--- src/rgb_to_hsv_pixel_defines.svh ---
// ----------------------------------------------------------------------------
// RGB to HSV pixel converter: assertion macros
// Shared property forms for the concurrent checks of the converter.
// ----------------------------------------------------------------------------
`ifndef RGB_TO_HSV_PIXEL_DEFINES_SVH
`define RGB_TO_HSV_PIXEL_DEFINES_SVH

// The antecedent implies the consequent in the same cycle.
`define RHSV_ASSERT_SAME(label, ante, cons, msg) \
	label: assert property (@(posedge clk) disable iff (!arst_n) (ante) |-> (cons)) \
		else $error(msg);

// The antecedent implies the consequent in the next cycle.
`define RHSV_ASSERT_NEXT(label, ante, cons, msg) \
	label: assert property (@(posedge clk) disable iff (!arst_n) (ante) |=> (cons)) \
		else $error(msg);

`endif

--- src/rhsv_pkg.sv ---
// ----------------------------------------------------------------------------
// RGB to HSV pixel converter: package
// Widths, constants, the divider work item and the restoring division steps.
// ----------------------------------------------------------------------------
`default_nettype none

package rhsv_pkg;

	localparam int ChanW     = 8;
	localparam int HueW      = 9;
	localparam int SatW      = 17;
	localparam int SatRemW   = 25;
	localparam int HueRemW   = 18;
	localparam int DivW      = 9;
	localparam int TermW     = 20;
	localparam int DivStages = 9;

	localparam logic [HueW-1:0]  HueWrap = 9'd360;
	localparam logic [HueW-1:0]  HueMax  = 9'd359;
	localparam logic [SatW-1:0]  SatOne  = 17'd65536;
	localparam logic [DivW-1:0]  DivOne  = 9'd1;

	// Twice the hue offset of each sector.
	localparam logic [9:0] Base2Red     = 10'd0;
	localparam logic [9:0] Base2RedWrap = 10'd720;
	localparam logic [9:0] Base2Green   = 10'd240;
	localparam logic [9:0] Base2Blue    = 10'd480;

	localparam logic signed [TermW-1:0] HueSlope2 = 20'sd120;

	typedef struct packed {
		logic [SatRemW-1:0] sat_rem;
		logic [DivW-1:0]    sat_div;
		logic [SatW-1:0]    sat_q;
		logic [HueRemW-1:0] hue_rem;
		logic [DivW-1:0]    hue_div;
		logic [HueW-1:0]    hue_q;
		logic [ChanW-1:0]   bright;
		logic               frame_end;
	} div_work_t;

	typedef struct packed {
		logic [SatRemW-1:0] rem;
		logic               qbit;
	} sat_step_t;

	typedef struct packed {
		logic [HueRemW-1:0] rem;
		logic               qbit;
	} hue_step_t;

	function automatic sat_step_t sat_step(input logic [SatRemW-1:0] rem,
			input logic [DivW-1:0] divisor, input logic [4:0] sh);
		logic [SatRemW-1:0] dsh;
		sat_step_t          res;
		dsh = SatRemW'(divisor) << sh;
		if (rem >= dsh) begin
			res.rem  = rem - dsh;
			res.qbit = 1'b1;
		end else begin
			res.rem  = rem;
			res.qbit = 1'b0;
		end
		return res;
	endfunction

	function automatic hue_step_t hue_step(input logic [HueRemW-1:0] rem,
			input logic [DivW-1:0] divisor, input logic [3:0] sh);
		logic [HueRemW-1:0] dsh;
		hue_step_t          res;
		dsh = HueRemW'(divisor) << sh;
		if (rem >= dsh) begin
			res.rem  = rem - dsh;
			res.qbit = 1'b1;
		end else begin
			res.rem  = rem;
			res.qbit = 1'b0;
		end
		return res;
	endfunction

endpackage

`default_nettype wire

--- src/rhsv_if.sv ---
// ----------------------------------------------------------------------------
// RGB to HSV pixel converter: channel interfaces
// Valid/ready channels for the incoming pixel and the outgoing HSV result.
// ----------------------------------------------------------------------------
`default_nettype none

interface rhsv_pix_if;
	import rhsv_pkg::*;

	logic             valid;
	logic             ready;
	logic [ChanW-1:0] red;
	logic [ChanW-1:0] green;
	logic [ChanW-1:0] blue;
	logic             frame_end;

	modport source (output valid, red, green, blue, frame_end, input ready);
	modport sink (input valid, red, green, blue, frame_end, output ready);
endinterface

interface rhsv_hsv_if;
	import rhsv_pkg::*;

	logic             valid;
	logic             ready;
	logic [HueW-1:0]  hue;
	logic [SatW-1:0]  saturation;
	logic [ChanW-1:0] brightness;
	logic             frame_end_out;

	modport source (output valid, hue, saturation, brightness, frame_end_out, input ready);
	modport sink (input valid, hue, saturation, brightness, frame_end_out, output ready);
endinterface

`default_nettype wire

--- src/rhsv_div_stage.sv ---
// ----------------------------------------------------------------------------
// RGB to HSV pixel converter: divider stage
// One registered stage of the two restoring dividers: two saturation
// quotient bits (one in the last stage) and one hue quotient bit per stage.
// ----------------------------------------------------------------------------
`default_nettype none

module rhsv_div_stage #(
	parameter int unsigned STAGE = 0
) (
	input  wire logic               clk,
	input  wire logic               arst_n,
	input  wire logic               in_valid,
	output logic                    in_ready,
	input  wire rhsv_pkg::div_work_t in_work,
	output logic                    out_valid,
	input  wire logic               out_ready,
	output rhsv_pkg::div_work_t     out_work
);
	import rhsv_pkg::*;

	localparam int  SatHi  = SatW - 1 - 2 * int'(STAGE);
	localparam bit  TwoSat = (SatHi > 0);
	localparam int  SatLo  = TwoSat ? SatHi - 1 : SatHi;
	localparam int  HueBit = HueW - 1 - int'(STAGE);

	div_work_t nxt;
	sat_step_t st_a;
	sat_step_t st_b;
	hue_step_t ht;
	div_work_t work_q;
	logic      valid_q;

	always_comb begin
		nxt  = in_work;
		st_a = sat_step(in_work.sat_rem, in_work.sat_div, 5'(SatHi));
		nxt.sat_rem = st_a.rem;
		nxt.sat_q[SatHi] = st_a.qbit;
		st_b = sat_step(st_a.rem, in_work.sat_div, 5'(SatLo));
		if (TwoSat) begin
			nxt.sat_rem = st_b.rem;
			nxt.sat_q[SatLo] = st_b.qbit;
		end
		ht = hue_step(in_work.hue_rem, in_work.hue_div, 4'(HueBit));
		nxt.hue_rem = ht.rem;
		nxt.hue_q[HueBit] = ht.qbit;
	end

	assign in_ready = !valid_q || out_ready;

	always_ff @(posedge clk or negedge arst_n) begin
		if (!arst_n) begin
			valid_q <= 1'b0;
		end else if (in_ready) begin
			valid_q <= in_valid;
		end
	end

	always_ff @(posedge clk) begin
		if (in_ready && in_valid) begin
			work_q <= nxt;
		end
	end

	assign out_valid = valid_q;
	assign out_work  = work_q;

endmodule

`default_nettype wire

--- src/rgb_to_hsv_pixel.sv ---
// ----------------------------------------------------------------------------
// RGB to HSV pixel converter
// Converts one 8-bit RGB pixel per clock, unless stalled, into HSV values.
//
// Pixels arrive on the pix channel and results leave on the hsv channel;
// both are valid/ready channels and a transaction takes place on a rising
// edge with valid and ready high. Each pixel gives exactly one result, in
// order, with the frame-end mark copied through.
// A pixel passes from the edge that accepts it to the edge at which its
// result first shows valid through twelve register stages:
// one for the channel extremes, one for the dividends and divisors, nine
// for the pipelined restoring dividers and one for the hue wrap.
// Every stage has its own valid bit and moves on when it is empty or its
// successor moves, so bubbles close up. Throughput is one pixel per cycle
// until the receiver stalls; then the stages fill and pix.ready falls only
// once every stage holds a transaction; nothing is dropped or repeated.
// Reset clears all valid bits at once; the block accepts pixels as soon as
// reset is released.
// ----------------------------------------------------------------------------
`default_nettype none
`include "rgb_to_hsv_pixel_defines.svh"

module rgb_to_hsv_pixel (
	input  wire logic clk,
	input  wire logic arst_n,
	rhsv_pix_if.sink  pix,
	rhsv_hsv_if.source hsv
);
	import rhsv_pkg::*;

	// Stage 1: extremes and sector.
	logic [ChanW-1:0] max_rg, min_rg, mx, mn;
	logic             r_max, g_max;
	logic             valid_s1, rdy_s1;
	logic [ChanW-1:0] red_s1, green_s1, blue_s1, mx_s1, d_s1;
	logic             r_max_s1, g_max_s1, gb_s1, fe_s1;

	always_comb begin
		max_rg = (pix.red >= pix.green) ? pix.red : pix.green;
		min_rg = (pix.red <= pix.green) ? pix.red : pix.green;
		mx     = (max_rg >= pix.blue) ? max_rg : pix.blue;
		mn     = (min_rg <= pix.blue) ? min_rg : pix.blue;
		r_max  = (pix.red >= pix.green) && (pix.red >= pix.blue);
		g_max  = !r_max && (pix.green >= pix.blue);
	end

	// Stage 2: dividends and divisors.
	logic                    valid_s2, rdy_s2;
	div_work_t               work_s2;
	div_work_t               work_n2;
	logic signed [ChanW:0]   num;
	logic [9:0]              base2;
	logic [TermW-1:0]        t_full;

	always_comb begin
		priority if (r_max_s1) begin
			num   = $signed({1'b0, green_s1}) - $signed({1'b0, blue_s1});
			base2 = gb_s1 ? Base2Red : Base2RedWrap;
		end else if (g_max_s1) begin
			num   = $signed({1'b0, blue_s1}) - $signed({1'b0, red_s1});
			base2 = Base2Green;
		end else begin
			num   = $signed({1'b0, red_s1}) - $signed({1'b0, green_s1});
			base2 = Base2Blue;
		end
		t_full = TermW'(base2) * TermW'(d_s1) + TermW'($signed(num) * HueSlope2)
			+ TermW'(d_s1);

		work_n2           = '0;
		work_n2.bright    = mx_s1;
		work_n2.frame_end = fe_s1;
		work_n2.sat_rem   = {d_s1, {(SatRemW - ChanW){1'b0}}} + SatRemW'(mx_s1);
		work_n2.sat_div   = (mx_s1 == '0) ? DivOne : {mx_s1, 1'b0};
		if (d_s1 == '0) begin
			work_n2.hue_rem = '0;
			work_n2.hue_div = DivOne;
		end else begin
			work_n2.hue_rem = t_full[HueRemW-1:0];
			work_n2.hue_div = {d_s1, 1'b0};
		end
	end

	// Divider pipeline.
	div_work_t work_d  [DivStages+1];
	logic      valid_d [DivStages+1];
	logic      ready_d [DivStages+1];

	assign work_d[0]  = work_s2;
	assign valid_d[0] = valid_s2;

	for (genvar k = 0; k < DivStages; k++) begin : g_div
		rhsv_div_stage #(
			.STAGE(k)
		) u_stage (
			.clk      (clk),
			.arst_n   (arst_n),
			.in_valid (valid_d[k]),
			.in_ready (ready_d[k]),
			.in_work  (work_d[k]),
			.out_valid(valid_d[k+1]),
			.out_ready(ready_d[k+1]),
			.out_work (work_d[k+1])
		);
	end

	// Stage 3: hue wrap and output register.
	logic             valid_s3, rdy_s3;
	logic [HueW-1:0]  hue_s3;
	logic [SatW-1:0]  sat_s3;
	logic [ChanW-1:0] bright_s3;
	logic             fe_s3;
	logic [HueW-1:0]  hue_wrapped;

	assign hue_wrapped = (work_d[DivStages].hue_q > HueMax)
		? work_d[DivStages].hue_q - HueWrap : work_d[DivStages].hue_q;

	assign rdy_s3              = !valid_s3 || hsv.ready;
	assign ready_d[DivStages]  = rdy_s3;
	assign rdy_s2              = !valid_s2 || ready_d[0];
	assign rdy_s1              = !valid_s1 || rdy_s2;
	assign pix.ready           = rdy_s1;

	always_ff @(posedge clk or negedge arst_n) begin
		if (!arst_n) begin
			valid_s1 <= 1'b0;
			valid_s2 <= 1'b0;
			valid_s3 <= 1'b0;
		end else begin
			if (rdy_s1) valid_s1 <= pix.valid;
			if (rdy_s2) valid_s2 <= valid_s1;
			if (rdy_s3) valid_s3 <= valid_d[DivStages];
		end
	end

	always_ff @(posedge clk) begin
		if (rdy_s1 && pix.valid) begin
			red_s1   <= pix.red;
			green_s1 <= pix.green;
			blue_s1  <= pix.blue;
			mx_s1    <= mx;
			d_s1     <= mx - mn;
			r_max_s1 <= r_max;
			g_max_s1 <= g_max;
			gb_s1    <= (pix.green >= pix.blue);
			fe_s1    <= pix.frame_end;
		end
		if (rdy_s2 && valid_s1) begin
			work_s2 <= work_n2;
		end
		if (rdy_s3 && valid_d[DivStages]) begin
			hue_s3    <= hue_wrapped;
			sat_s3    <= work_d[DivStages].sat_q;
			bright_s3 <= work_d[DivStages].bright;
			fe_s3     <= work_d[DivStages].frame_end;
		end
	end

	assign hsv.valid         = valid_s3;
	assign hsv.hue           = hue_s3;
	assign hsv.saturation    = sat_s3;
	assign hsv.brightness    = bright_s3;
	assign hsv.frame_end_out = fe_s3;

	`RHSV_ASSERT_SAME(a_hue_range, hsv.valid, hsv.hue <= HueMax, "hue out of range")
	`RHSV_ASSERT_SAME(a_sat_range, hsv.valid, hsv.saturation <= SatOne, "saturation above one")
	`RHSV_ASSERT_SAME(a_grey_hue, hsv.valid && hsv.saturation == '0, hsv.hue == '0, "grey hue")
	`RHSV_ASSERT_SAME(a_stall_full, !pix.ready, hsv.valid, "input stalled while output is empty")
	`RHSV_ASSERT_NEXT(a_enter, pix.valid && pix.ready, valid_s1, "accepted transaction lost")

endmodule

`default_nettype wire
--- src/flat_wrapper.sv ---
// flat-port wrapper written by rule: the top's interface ports become plain ports
module rgb_to_hsv_pixel_flat import rhsv_pkg::*;
  (clk, arst_n, pix_valid, pix_red, pix_green, pix_blue, pix_frame_end, pix_ready, hsv_valid, hsv_hue, hsv_saturation, hsv_brightness, hsv_frame_end_out, hsv_ready);
  rhsv_pix_if pix_i ();
  rhsv_hsv_if hsv_i ();
  input  wire logic clk;
  input  wire logic arst_n;
  input wire logic [$bits(pix_i.valid)-1:0] pix_valid;
  input wire logic [$bits(pix_i.red)-1:0] pix_red;
  input wire logic [$bits(pix_i.green)-1:0] pix_green;
  input wire logic [$bits(pix_i.blue)-1:0] pix_blue;
  input wire logic [$bits(pix_i.frame_end)-1:0] pix_frame_end;
  output wire logic [$bits(pix_i.ready)-1:0] pix_ready;
  output wire logic [$bits(hsv_i.valid)-1:0] hsv_valid;
  output wire logic [$bits(hsv_i.hue)-1:0] hsv_hue;
  output wire logic [$bits(hsv_i.saturation)-1:0] hsv_saturation;
  output wire logic [$bits(hsv_i.brightness)-1:0] hsv_brightness;
  output wire logic [$bits(hsv_i.frame_end_out)-1:0] hsv_frame_end_out;
  input wire logic [$bits(hsv_i.ready)-1:0] hsv_ready;
  assign pix_i.valid = pix_valid;
  assign pix_i.red = pix_red;
  assign pix_i.green = pix_green;
  assign pix_i.blue = pix_blue;
  assign pix_i.frame_end = pix_frame_end;
  assign pix_ready = pix_i.ready;
  assign hsv_valid = hsv_i.valid;
  assign hsv_hue = hsv_i.hue;
  assign hsv_saturation = hsv_i.saturation;
  assign hsv_brightness = hsv_i.brightness;
  assign hsv_frame_end_out = hsv_i.frame_end_out;
  assign hsv_i.ready = hsv_ready;
  rgb_to_hsv_pixel u_core (.clk(clk), .arst_n(arst_n), .pix(pix_i), .hsv(hsv_i));
endmodule
--- config.mk ---
export PLATFORM = sky130hd
export DESIGN_NAME = rgb_to_hsv_pixel_flat
export DESIGN_NICKNAME = d
export VERILOG_FILES = /design/src/rhsv_pkg.sv /design/src/rhsv_if.sv /design/src/rhsv_div_stage.sv /design/src/rgb_to_hsv_pixel.sv /design/src/flat_wrapper.sv
export VERILOG_INCLUDE_DIRS = /design/src /design/src/src
export SDC_FILE = /design/constraint.sdc
export NUM_CORES = 2
export LEC_CHECK = 0
export BUFFER_PORTS_ARGS = -buffer_cell sky130_fd_sc_hd__buf_2
export CORE_MARGIN = 3
export CORE_UTILIZATION = 40
export CTS_CLUSTER_DIAMETER = 40
export DETAILED_ROUTE_END_ITERATION = 10
export GPL_ROUTABILITY_DRIVEN = 1
export SYNTH_ARGS = -nofsm -noshare
export SYNTH_HDL_FRONTEND = slang
export SYNTH_SLANG_ARGS = --single-unit
--- constraint.sdc ---
create_clock -name clk -period 18.5 [get_ports clk]
set_input_delay 1.85 -clock clk [delete_from_list [all_inputs] [get_ports clk]]
set_output_delay 1.85 -clock clk [all_outputs]
set_load 0.02 [all_outputs]
==> run metrics <==
HP Class=reg2reg; Nets=4574; wire length on met2=41.0 mm; via count=28600; CTS sink cnt=759; synthesized area per cell=11.3 sq um; number of global-route vias before repair=28800; Max stage delay on crit path=0.98 ns; most frequent cells after synthesis=edfxtp_1, inv_1, ha_1; first-pass iteration count of the detailed router=8; postcts setup bufs=0; Setup Skew=0.0412 ns; CP most frequent cell=ha_1; P&R area growth vs syn=12.9%; Setup Viol. Count Final=0; Worst Hold Depth=0; Tcrit/Tclk final=0.476; Synth area leaders=edfxtp_1, ha_1, inv_1; GRT overflow=0; H-Tree Depth=3; worst setup path endpoint=u_core.work_d[908]; vias per inst=5.04; ys async rst share=0.0158; Worst EP required=19.01 ns; Slew Viols, Final=0; total CTS buffers=105; first-pass GRT wire length=142 mm; flop2flop setup slack=9.69 ns; Mapped Area=0.0451 sq mm; Final GP Congestion=0.853; Post-CTS Hold Buffers=0; R2R depth=30; Final min period=8.81 ns; initial antenna violation count=0; die outline width=342 um; IO Pins=66; GRT Util Overall=0.147; R2R Path End=u_core.work_d[908]; setup_tns=0 ns; Yosys cell types=94; status=finished clean; WL final=84.9 mm; yosys warns=0; RSZ-0062 raised after global routing=no; Clock Latency Late Sink=0.69 ns; I/O Buffers=65; met3 WL=2.91 mm; DRC Markers=0; number of flops mapped to enable cells by yosys=747; DRT iter0 DRCs=1532; die height=342 um; antenna-violating nets left=0; post-synth top area cell=edfxtp_1; Post-DP HPWL=65.0 mm; num rows=122; register area share after synthesis=0.504; Post-Syn Instances=3985; synthesized flop and latch total=759; DR top layer=met4; drt wl/cell=15.0 um; Crit Reg-Reg Startpoint=u_core.green_s1[0]; Slew @ Worst Pin=1.15 ns; share of layout cells above drive strength 1=0.0958; Longest Clk Path Bufs=3; most frequent cell after synthesis=edfxtp_1; CTS tree=yes; wl on met1=38.5 mm; Antenna diodes=0; crit path kind=reg2reg; Post-Syn Nets=4463; Critical Path AT=9.31 ns; CP startpoint=u_core.green_s1[0]; Rel. slew slack=0.226; post-synth top area share=0.497; die area=0.117 sq mm; Final Hold Fails=0; core area=0.111 sq mm; CP max FO=7; Setup crit end kind=flip-flop; Main synth FF type=edfxtp_1; CTS clk-pin slew, worst paths=0.06 ns; Initial Util=0.405; Final Util=0.458; CTS resizes=0; largest net degree at the start of global routing=68; Max Fclk=114 MHz; Worst path slowest cell=a2111oi_2; maxcap violations=0; Setup crit start kind=flip-flop; root buffer cell=clkbuf_16
metrics by stage:
step | hold WS, ns | cell area, sq um | instances | setup WS [ns]
floorplan | 0.400 | 45100 | 3985 | 10.60
global placement | 0.400 | 47200 | 5477 | 9.89
detailed placement | 0.405 | 47200 | 5477 | 9.68
CTS | 0.392 | 50900 | 5672 | 9.62
global route | 0.399 | 50900 | 5672 | 8.99
finish | 0.395 | 50900 | 5672 | 9.69
cell usage in the layout, fill, tap and decap left out, drive strengths merged, types with 46 or more instances in the layout:
| cell | instances |
|---|---|
| o21ai | 233 |
| xnor2 | 159 |
| xor2 | 115 |
| ha | 377 |
| edfxtp | 747 |
| a21o | 94 |
| clkbuf | 109 |
| o21a | 46 |
| a21oi | 205 |
| nand2b | 71 |
| fa | 72 |
| nor2 | 272 |
| buf | 84 |
| inv | 436 |
| nand3 | 63 |
| nor2b | 89 |
| nand2 | 254 |
| nor3 | 61 |
| mux2 | 67 |
kinds of logic after synthesis:
logic type               count (synthesis)  share of synthesized area
flip-flops                             759                      0.504
multiplexers                           102                     0.0245
AND/OR/NAND/NOR                       1098                      0.126
AO/OA/AOI/OAI                          812                      0.114
XOR/XNOR                               274                     0.0532
buffers and inverters                  491                     0.0416
adder cells (fa/ha/maj)                449                      0.137
state kept, by name (all words and copies together) (netlist names), 8 cells and up:
register,count
u_core.g_div.u_stage.out_work,618
u_core.d_s1,8
u_core.hsv.brightness,8
u_core.work_d,50
u_core.red_s1,8
u_core.hsv.saturation,17
u_core.green_s1,8
u_core.hsv.hue,9
u_core.g_div.u_stage.out_valid,9
u_core.blue_s1,8
u_core.mx_s1,8
area by class of cell:
type / instances / area (sq um)
inverter: 411 / 1540
multi-input combinational: 2735 / 20600
clock inverter: 86 / 1100
tap: 1488 / 1860
fill: 10100 / 60400
timing repair buffer: 84 / 468
clock buffer: 109 / 2640
sequential: 759 / 22700
critical path: cells and delay by family, from the launching register on:
family | cells | cell delay, ns
buffers and inverters | 2 | 0.11
adders and majority gates | 9 | 3.36
AOI/OAI and AO/OA | 12 | 3.35
DFF | 1 | 0.38
and+or+nand+nor | 3 | 0.51
xor gates and xnor gates | 3 | 0.55
muxes | 1 | 0.35
worst min-delay path by stage:
stage                                           end                                  from
2_1_floorplan   u_core.g_div[0].u_stage.out_work[0]                    u_core.work_d[864]
6_report       u_core.g_div[8].u_stage.out_work[58]  u_core.g_div[7].u_stage.out_work[58]
4_1_cts        u_core.g_div[1].u_stage.out_work[60]  u_core.g_div[0].u_stage.out_work[60]
3_3_place_gp   u_core.g_div[1].u_stage.out_work[61]  u_core.g_div[0].u_stage.out_work[61]
3_5_place_dp   u_core.g_div[2].u_stage.out_work[58]  u_core.g_div[1].u_stage.out_work[58]
5_1_grt        u_core.g_div[7].u_stage.out_work[48]  u_core.g_div[6].u_stage.out_work[48]
per-layer routing:
| metal | up-vias | track usage |
|---|---|---|
| met5 | - | 0 |
| met2 | 428 | 0.258 |
| met4 | 0 | 0.0477 |
| li1 | 14700 | - |
| met3 | 150 | 0.0240 |
| met1 | 13300 | 0.184 |
Power is left out: the tool's default activity adds up to more than one toggle a clock period on the data nets, which glitch-free logic cannot reach.
